<file path="config.mk">
export PLATFORM = sky130hd
export DESIGN_NAME = positional_insert_extract_array_unit
export DESIGN_NICKNAME = d
export VERILOG_FILES = /design/src/pieau_pkg.sv /design/src/pieau_ram.sv /design/src/pieau_ctrl.sv /design/src/positional_insert_extract_array_unit.sv
export SDC_FILE = /design/constraint.sdc
export NUM_CORES = 2
export LEC_CHECK = 0
export BUFFER_PORTS_ARGS = -buffer_cell sky130_fd_sc_hd__buf_2
export CORE_MARGIN = 4
export CORE_UTILIZATION = 60
export DETAILED_ROUTE_END_ITERATION = 12
export HOLD_SLACK_MARGIN = 0.1
export PLACE_DENSITY = 0.76
export REMOVE_ABC_BUFFERS = 1
export SYNTH_ARGS = -nofsm -noshare
export SYNTH_HDL_FRONTEND = slang
export SYNTH_SLANG_ARGS = --single-unit
</file>
<file path="constraint.sdc">
create_clock -name clk -period 8.25 [get_ports clk]
set_input_delay 1.65 -clock clk [delete_from_list [all_inputs] [get_ports clk]]
set_output_delay 1.65 -clock clk [all_outputs]
set_load 0.005 [all_outputs]
</file>
<file path="src/pieau_pkg.sv">
`timescale 1ns / 1ps
// ----------------------------------------------------------------------------
// pieau_pkg
// Shared constants, codes and types of the positional insert/extract array.
// ----------------------------------------------------------------------------
package pieau_pkg;

	localparam int DEPTH_DEF  = 64;
	localparam int DATA_W_DEF = 32;
	localparam int WORD_W     = 32;
	localparam int POS_W      = 8;
	localparam int CAP_W      = 7;
	localparam int LEN_W      = 7;

	typedef enum logic [1:0] {
		MODE_INSERT  = 2'd0,
		MODE_EXTRACT = 2'd1,
		MODE_READ    = 2'd2,
		MODE_CLEAR   = 2'd3
	} mode_t;

	typedef enum logic [1:0] {
		STAT_OK    = 2'd0,
		STAT_FULL  = 2'd1,
		STAT_RANGE = 2'd2,
		STAT_EMPTY = 2'd3
	} status_t;

	typedef enum logic [2:0] {
		S_IDLE,
		S_DECODE,
		S_UP,
		S_DOWN,
		S_RESP
	} seq_state_t;

	typedef struct packed {
		logic    busy;
		logic    done;
		status_t status;
	} ctrl_flags_t;

endpackage

</file>
<file path="src/pieau_ram.sv">
`timescale 1ns / 1ps
// ----------------------------------------------------------------------------
// pieau_ram
// Generic simple dual-port RAM: one write port, one read port, registered read.
// ----------------------------------------------------------------------------
module pieau_ram #(
	parameter int WIDTH = 32,
	parameter int DEPTH = 64,
	localparam int AW = (DEPTH > 1) ? $clog2(DEPTH) : 1
) (
	input  logic             clk,
	input  logic             we,
	input  logic [AW-1:0]    waddr,
	input  logic [WIDTH-1:0] wdata,
	input  logic             re,
	input  logic [AW-1:0]    raddr,
	output logic [WIDTH-1:0] rdata
);

	logic [WIDTH-1:0] mem [DEPTH];

	always_ff @(posedge clk) begin
		if (we) begin
			mem[waddr] <= wdata;
		end
		if (re) begin
			rdata <= mem[raddr];
		end
	end

endmodule

</file>
<file path="src/pieau_ctrl.sv">
`timescale 1ns / 1ps
// ----------------------------------------------------------------------------
// pieau_ctrl
// Sequencer of the array: decodes an item, moves entries through the RAM one
// per cycle with a read/write pipeline, and keeps the entry count.
// ----------------------------------------------------------------------------
module pieau_ctrl #(
	parameter int DEPTH  = pieau_pkg::DEPTH_DEF,
	parameter int DATA_W = pieau_pkg::DATA_W_DEF,
	localparam int AW = (DEPTH > 1) ? $clog2(DEPTH) : 1,
	localparam int CW = $clog2(DEPTH + 1)
) (
	input  logic                     clk,
	input  logic                     arst_n,
	input  logic                     start,
	input  logic [1:0]               mode,
	input  logic [pieau_pkg::POS_W-1:0]  position,
	input  logic [pieau_pkg::WORD_W-1:0] data_in,
	input  logic [CW-1:0]            cap,
	input  logic                     cfg_we,
	input  logic [CW-1:0]            cfg_cap,
	output logic                     ram_we,
	output logic [AW-1:0]            ram_waddr,
	output logic [DATA_W-1:0]        ram_wdata,
	output logic                     ram_re,
	output logic [AW-1:0]            ram_raddr,
	input  logic [DATA_W-1:0]        ram_rdata,
	output pieau_pkg::ctrl_flags_t   flags,
	output logic [pieau_pkg::WORD_W-1:0] data_out,
	output logic [CW-1:0]            count
);

	localparam int POS_W  = pieau_pkg::POS_W;
	localparam int WORD_W = pieau_pkg::WORD_W;
	localparam int CMP_W  = (CW > POS_W) ? CW : POS_W;

	pieau_pkg::seq_state_t state_q, state_d;
	logic [CW-1:0]     cnt_q, cnt_d;
	logic [CW-1:0]     rem_q, rem_d;
	logic              rv_s1, rv_d;

	pieau_pkg::mode_t  mode_q;
	logic [POS_W-1:0]  pos_q;
	logic [DATA_W-1:0] word_q;
	logic [AW-1:0]     p_q, p_d;
	logic [AW-1:0]     src_q, src_d;
	logic              first_s1, first_d;
	logic [AW-1:0]     wa_s1, wa_d;
	pieau_pkg::status_t status_q, status_d;
	logic [DATA_W-1:0] dout_q, dout_d;

	logic              accept;
	logic [CMP_W-1:0]  pos_x, cnt_x, cap_x;
	logic [CW-1:0]     p_ext;

	assign accept = start && (state_q == pieau_pkg::S_IDLE);
	assign pos_x  = CMP_W'(pos_q);
	assign cnt_x  = CMP_W'(cnt_q);
	assign cap_x  = CMP_W'(cap);
	// Extract at or past the length takes the last entry.
	assign p_ext  = (pos_x >= cnt_x) ? (cnt_q - CW'(1)) : CW'(pos_q);

	always_ff @(posedge clk or negedge arst_n) begin
		if (!arst_n) begin
			state_q <= pieau_pkg::S_IDLE;
			cnt_q   <= '0;
			rem_q   <= '0;
			rv_s1   <= 1'b0;
		end else begin
			state_q <= state_d;
			cnt_q   <= cnt_d;
			rem_q   <= rem_d;
			rv_s1   <= rv_d;
		end
	end

	always_ff @(posedge clk) begin
		if (accept) begin
			mode_q <= pieau_pkg::mode_t'(mode);
			pos_q  <= position;
			word_q <= DATA_W'(data_in);
		end
		p_q      <= p_d;
		src_q    <= src_d;
		first_s1 <= first_d;
		wa_s1    <= wa_d;
		status_q <= status_d;
		dout_q   <= dout_d;
	end

	always_comb begin
		state_d   = state_q;
		cnt_d     = cnt_q;
		rem_d     = rem_q;
		rv_d      = 1'b0;
		p_d       = p_q;
		src_d     = src_q;
		first_d   = 1'b0;
		wa_d      = wa_s1;
		status_d  = status_q;
		dout_d    = dout_q;
		ram_we    = 1'b0;
		ram_waddr = wa_s1;
		ram_wdata = ram_rdata;
		ram_re    = 1'b0;
		ram_raddr = src_q;

		case (state_q)
			pieau_pkg::S_IDLE: begin
				// Entries above a lowered capacity are dropped by clamping the count.
				if (cfg_we && (cnt_q > cfg_cap)) begin
					cnt_d = cfg_cap;
				end
				if (start) begin
					state_d = pieau_pkg::S_DECODE;
				end
			end
			pieau_pkg::S_DECODE: begin
				status_d = pieau_pkg::STAT_OK;
				dout_d   = '0;
				state_d  = pieau_pkg::S_RESP;
				case (mode_q)
					pieau_pkg::MODE_INSERT: begin
						if (pos_x > cap_x) begin
							status_d = pieau_pkg::STAT_RANGE;
						end else if (cnt_x >= cap_x) begin
							status_d = pieau_pkg::STAT_FULL;
						end else begin
							if (pos_x > cnt_x) begin
								p_d   = AW'(cnt_q);
								rem_d = '0;
							end else begin
								p_d   = AW'(pos_q);
								rem_d = cnt_q - CW'(pos_q);
							end
							src_d   = AW'(cnt_q - CW'(1));
							state_d = pieau_pkg::S_UP;
						end
					end
					pieau_pkg::MODE_EXTRACT: begin
						if (cnt_q == '0) begin
							status_d = pieau_pkg::STAT_EMPTY;
						end else begin
							p_d     = AW'(p_ext);
							src_d   = AW'(p_ext);
							rem_d   = cnt_q - p_ext;
							state_d = pieau_pkg::S_DOWN;
						end
					end
					pieau_pkg::MODE_READ: begin
						if (pos_x >= cap_x) begin
							status_d = pieau_pkg::STAT_RANGE;
						end else if (pos_x < cnt_x) begin
							p_d     = AW'(pos_q);
							src_d   = AW'(pos_q);
							rem_d   = CW'(1);
							state_d = pieau_pkg::S_DOWN;
						end
						// Slots at or above the count always read as zero.
					end
					default: begin
						cnt_d = '0;
					end
				endcase
			end
			pieau_pkg::S_UP: begin
				// Read slot i-1 this cycle, write it to slot i the next.
				if (rem_q != '0) begin
					ram_re    = 1'b1;
					ram_raddr = src_q;
					rv_d      = 1'b1;
					wa_d      = src_q + AW'(1);
					src_d     = src_q - AW'(1);
					rem_d     = rem_q - CW'(1);
				end
				if (rv_s1) begin
					ram_we    = 1'b1;
					ram_waddr = wa_s1;
					ram_wdata = ram_rdata;
				end else if (rem_q == '0) begin
					ram_we    = 1'b1;
					ram_waddr = p_q;
					ram_wdata = word_q;
					cnt_d     = cnt_q + CW'(1);
					state_d   = pieau_pkg::S_RESP;
				end
			end
			pieau_pkg::S_DOWN: begin
				// The first read returns the item's data; later reads move down by one.
				if (rem_q != '0) begin
					ram_re    = 1'b1;
					ram_raddr = src_q;
					rv_d      = 1'b1;
					first_d   = (src_q == p_q);
					wa_d      = src_q - AW'(1);
					src_d     = src_q + AW'(1);
					rem_d     = rem_q - CW'(1);
				end
				if (rv_s1) begin
					if (first_s1) begin
						dout_d = ram_rdata;
					end else begin
						ram_we    = 1'b1;
						ram_waddr = wa_s1;
						ram_wdata = ram_rdata;
					end
				end else if (rem_q == '0) begin
					if (mode_q == pieau_pkg::MODE_EXTRACT) begin
						cnt_d = cnt_q - CW'(1);
					end
					state_d = pieau_pkg::S_RESP;
				end
			end
			pieau_pkg::S_RESP: begin
				state_d = pieau_pkg::S_IDLE;
			end
			default: begin
				state_d = pieau_pkg::S_IDLE;
			end
		endcase
	end

	assign flags.busy   = (state_q != pieau_pkg::S_IDLE);
	assign flags.done   = (state_q == pieau_pkg::S_RESP);
	assign flags.status = status_q;
	assign data_out     = WORD_W'(dout_q);
	assign count        = cnt_q;

endmodule

</file>
<file path="src/positional_insert_extract_array_unit.sv">
`timescale 1ns / 1ps
// ----------------------------------------------------------------------------
// positional_insert_extract_array_unit
// Ordered array of data words with a length count, kept in one RAM.
// ----------------------------------------------------------------------------
// An item is taken when start is high and busy is low; its result appears on
// the result ports for one cycle with done high and cannot be held off.
// Entries move through the RAM at one entry per cycle (one read and one write
// each cycle). An insert moves the N entries at and above its position up and
// then writes its word; an extract reads its entry and moves the N entries
// above it down. The longest item is an extract of the first of DEPTH
// entries. A read of a stored entry fetches it from the RAM; clear, refused
// items and reads of unused slots go from decode straight to the result.
// Busy always falls between items.
// The capacity register may be written only while busy is low.
module positional_insert_extract_array_unit #(
	parameter int DEPTH  = pieau_pkg::DEPTH_DEF,
	parameter int DATA_W = pieau_pkg::DATA_W_DEF
) (
	input  logic                           clk,
	input  logic                           arst_n,
	input  logic                           start,
	output logic                           busy,
	input  logic [1:0]                     mode,
	input  logic [pieau_pkg::POS_W-1:0]    position,
	input  logic [pieau_pkg::WORD_W-1:0]   data_in,
	input  logic                           cfg_we,
	input  logic [pieau_pkg::CAP_W-1:0]    cfg_wdata,
	output logic                           done,
	output logic [1:0]                     status,
	output logic [pieau_pkg::WORD_W-1:0]   data_out,
	output logic [pieau_pkg::LEN_W-1:0]    length,
	output logic                           is_full,
	output logic                           is_empty
);

	localparam int AW    = (DEPTH > 1) ? $clog2(DEPTH) : 1;
	localparam int CW    = $clog2(DEPTH + 1);
	localparam int CAP_W = pieau_pkg::CAP_W;
	localparam int LEN_W = pieau_pkg::LEN_W;
	localparam int CFG_X = (CW > CAP_W) ? CW : CAP_W;

	logic [CW-1:0]          cap_q;
	logic [CW-1:0]          cap_new;
	logic [CFG_X-1:0]       cfg_x;
	logic [CW-1:0]          count;
	pieau_pkg::ctrl_flags_t flags;

	logic                   ram_we;
	logic [AW-1:0]          ram_waddr;
	logic [DATA_W-1:0]      ram_wdata;
	logic                   ram_re;
	logic [AW-1:0]          ram_raddr;
	logic [DATA_W-1:0]      ram_rdata;

	// A written capacity of zero counts as one; anything above DEPTH as DEPTH.
	assign cfg_x   = CFG_X'(cfg_wdata);
	assign cap_new = (cfg_x == '0) ? CW'(1) :
	                 (cfg_x > CFG_X'(DEPTH)) ? CW'(DEPTH) : CW'(cfg_x);

	always_ff @(posedge clk or negedge arst_n) begin
		if (!arst_n) begin
			cap_q <= CW'(DEPTH);
		end else if (cfg_we) begin
			cap_q <= cap_new;
		end
	end

	pieau_ctrl #(
		.DEPTH  (DEPTH),
		.DATA_W (DATA_W)
	) u_ctrl (
		.clk       (clk),
		.arst_n    (arst_n),
		.start     (start),
		.mode      (mode),
		.position  (position),
		.data_in   (data_in),
		.cap       (cap_q),
		.cfg_we    (cfg_we),
		.cfg_cap   (cap_new),
		.ram_we    (ram_we),
		.ram_waddr (ram_waddr),
		.ram_wdata (ram_wdata),
		.ram_re    (ram_re),
		.ram_raddr (ram_raddr),
		.ram_rdata (ram_rdata),
		.flags     (flags),
		.data_out  (data_out),
		.count     (count)
	);

	pieau_ram #(
		.WIDTH (DATA_W),
		.DEPTH (DEPTH)
	) u_ram (
		.clk   (clk),
		.we    (ram_we),
		.waddr (ram_waddr),
		.wdata (ram_wdata),
		.re    (ram_re),
		.raddr (ram_raddr),
		.rdata (ram_rdata)
	);

	assign busy     = flags.busy;
	assign done     = flags.done;
	assign status   = flags.status;
	assign length   = LEN_W'(count);
	assign is_full  = (count == cap_q);
	assign is_empty = (count == '0);

endmodule

</file>
==> impl_metrics.ini <==
[outcome]
status = finished clean

[clocking]
clk_pin_slew_worst_paths_ps = 60
clk_latency_ps = 840
clk_path_buf_depth = 3
htreeDepth = 4
post_cts_resized = 0
cts_tree = done
cts_setup_buffers = 0
cts_made_buffers = 207
clock-sinks = 2200
ctsHoldBuffers = 0
clock-root-buffer = clkbuf_16

[logic_synthesis]
synth_mux_area_share_pct = 14.04
synth-adder-area-share_pct = 0.7927
syn-instance-count = 4466
synth_top_area_share_pct = 74.93
yosys-top-cells-area = edfxtp_1 (75%), mux4_2 (8.5%), mux2i_1 (5.0%), o221ai_1 (2.2%), nor2_1 (0.86%)
synth_simple_gate_area_share_pct = 2.614
synth_compound_area_share_pct = 5.096
avgSynthCellArea_um2 = 19.51
synth-edff-count = 2174
seq_area_frac_synth_pct = 75.67
ys_warn_count = 0
syn-cell-area_um2 = 87130
synth-xor-area-share_pct = 0.2915
synth_top_cell_by_area = edfxtp_1
ys_types = 87
async_reset_ff_share_pct = 1.136
ys.flop_type = edfxtp_1
synth_top_family_by_area = multiplexers
ys_seq_elements = 2200

[setup_path]
reg2reg_slack_ps = 3420
cp.arrival_ps = 5320
worst_setup_path_end_kind = flip-flop
start_kind = flip-flop
worst_ep_required_time_ps = 8740
worstPathMaxFanout = 53
critPathKind = reg -> reg

[floorplanning]
io_pins = 98
core.rowCount = 139
die_h_um = 389.1
start_util_pct = 60.51
coreArea_um2 = 144000
dieArea_um2 = 151400
die_w_um = 389.1

[timing]
hold_viol = 0
finalCritPeriodShare_pct = 58.58
relSlewSlack_pct = 5.710
tightest_slew_ps = 1414
min_period_ps = 4833
fin_worst_skew_ps = 34.60
slew_viol_final = 0
setup_viol = 0
max_clock_freq_mhz = 206.9
rsz0062_at_grt = false
setup_slack_ps = 3417

[drt]
drt_iter0_drc = 6991
vias = 46600
wire_per_inst_um = 33.29
drt-pass1-iter-count = 7
drc = 0
vias_per_cell = 6.929
antenna_left = 0
wl_mm = 223.9

[power_and_ir_drop]
power_mw = 35.66
p_leak_nw = 31.38
peakVddDrop_uv = 331.5
p_per_area_nw_per_um2 = 368.3

[global_route]
grt_pass1_wl_mm = 323.9
antenna_found_initial = 14
track_usage_pct = 29.70
grt-ovfl-total = 0
grt_start_max_net_pins = 111
first_global_vias = 45900

[placed_design]
hpwlAfterDp_mm = 123.0
io_buffers = 97
gp_congestion = 0.9437
place_ws_ps = 3542

[min_path]
worstHoldPathType = reg -> reg

[final_layout]
final_util_pct = 67.22
drive_above_1_share_pct = 19.83
ff_latch_area_um2 = 65930
layout.nets = 4758
multiInputGateArea_um2 = 20430
fillers = 8910
area_delta_synth_final_pct = 11.10

[run]
max_cap_viol_count = 0
==> metrics by stage <==
step,area [µm²],std cells,TNS [ps],hold slack [ps]
2_1_floorplan,86010,4228,-813260,499.6
4_1_cts,96790,6723,0,543.1
3_3_place_gp,90420,6345,0,525.8
6_report,96800,6726,0,543.3
5_1_grt,96790,6723,0,564.9
3_5_place_dp,90420,6345,0,529.4
==> layout make-up <==
class / count / area share (%)
diodes: 3 / 0.007755
well taps: 1903 / 2.460
clock buffers: 258 / 5.549
clock inverters: 120 / 1.037
inverters: 48 / 0.1913
repair buffers: 214 / 1.538
multi-input cells: 1980 / 21.11
flip-flops and latches: 2200 / 68.11
==> worst max-delay path, cell delays in order (launching register included) <==
cell and delay (ps):
dfrtp_1 650, nor3b_2 400, and4b_2 270, buf_4 670
mux2i_1 500, nand2b_1 250, nand2b_1 550, nor2_4 660
buf_4 490
==> registers in the layout (all words and copies together) (netlist names) <==
name / cells
u_ctrl.p_q: 6
u_ctrl.data_out: 32
u_ctrl.first_s1: 1
u_ctrl.src_q: 6
u_ctrl.wa_s1: 6
u_ram.rdata: 32
cap_q: 7
u_ctrl.status_q: 2
u_ctrl.state_q: 3
u_ctrl.pos_q: 8
u_ctrl.rem_q: 7
u_ctrl.mode_q: 2
u_ctrl.rv_s1: 1
u_ctrl.word_q: 32
u_ctrl.count: 7
u_ram.mem: 2048
==> routing by layer <==
metal  up-vias  part of all wire, %  track usage, %  routed length, µm
met5         -                0.017               0                 37
met1     24020                   37           42.78              83730
met3       460                   12           6.908              27170
li1      18890                    -               -                  -
met2      3229                   47           45.81             105700
met4         6                  3.2           9.856               7213
==> layout by cell type, fill, tap and decap left out, types with 6 or more instances in the layout <==
master | Yosys | routed
mux2_2 | 36 | 36
nor4_1 | 8 | 7
ha_1 | 52 | 52
clkinv_1 | 1 | 61
buf_12 | 0 | 10
clkinv_2 | 0 | 30
xor2_1 | 12 | 12
a21oi_1 | 126 | 125
nand3b_1 | 7 | 7
nand2b_1 | 18 | 17
clkbuf_1 | 110 | 51
a211oi_1 | 19 | 19
a31oi_1 | 28 | 28
nor2_1 | 200 | 133
o221ai_1 | 214 | 214
o21ai_1 | 9 | 9
bufinv_16 | 0 | 11
clkbuf_16 | 0 | 207
mux2i_1 | 435 | 435
and2_1 | 55 | 55
nor3_1 | 58 | 58
edfxtp_1 | 2174 | 2174
nand2_1 | 68 | 68
inv_6 | 0 | 8
dfrtp_1 | 24 | 24
a21o_1 | 7 | 7
a22oi_1 | 6 | 6
xnor2_1 | 17 | 17
buf_4 | 34 | 107
buf_2 | 69 | 97
o21a_1 | 6 | 6
inv_1 | 46 | 42
o21ai_0 | 55 | 55
o22ai_1 | 92 | 92
nand3_1 | 20 | 20
nor2_4 | 1 | 68
mux4_2 | 330 | 330
o31ai_1 | 6 | 6
==> cells by family after synthesis <==
group,after synthesis
xor+xnor,29
flops,2200
mux,804
buf+inv,286
compound gates,621
simple gates,472
fa+ha+maj,54
==> Yosys cell counts (7+ instances only) <==
cell type and instances:
edfxtp_1 2174, mux2i_1 435, mux4_2 330, o221ai_1 214, nor2_1 200, a21oi_1 126, clkbuf_1 110, o22ai_1 92
buf_2 69, nand2_1 68, nor3_1 58, and2_1 55, o21ai_0 55, ha_1 52, inv_1 46, mux2_2 36
buf_4 34, a31oi_1 28, dfrtp_1 24, buf_1 23, nand3_1 20, a211oi_1 19, nand2b_1 18, xnor2_1 17
xor2_1 12, o21ai_1 9, nor4_1 8, a21o_1 7, nand3b_1 7
==> worst paths after layout <==
kind,start,to,cells past startpoint
worst max register to register,u_ctrl.state_q[0],u_ram.mem[56][12],8
worst min register to register,cap_q[5],cap_q[5],2
worst max-delay path,u_ctrl.state_q[0],u_ram.mem[56][12],8
max in group asynchronous,arst_n,u_ctrl.rem_q[4],1
worst min-delay path,cap_q[5],cap_q[5],2
min in group asynchronous,arst_n,cap_q[2],1
==> power breakdown <==
part,switching (mW),internal (mW),leakage [nW]
registers,0.373,14.6,19.9
clock network,4.03,4.97,3.10
logic,7.91,3.82,8.37
total,12.3,23.3,31.4
Note: power is estimated with default switching activity, not from simulation.
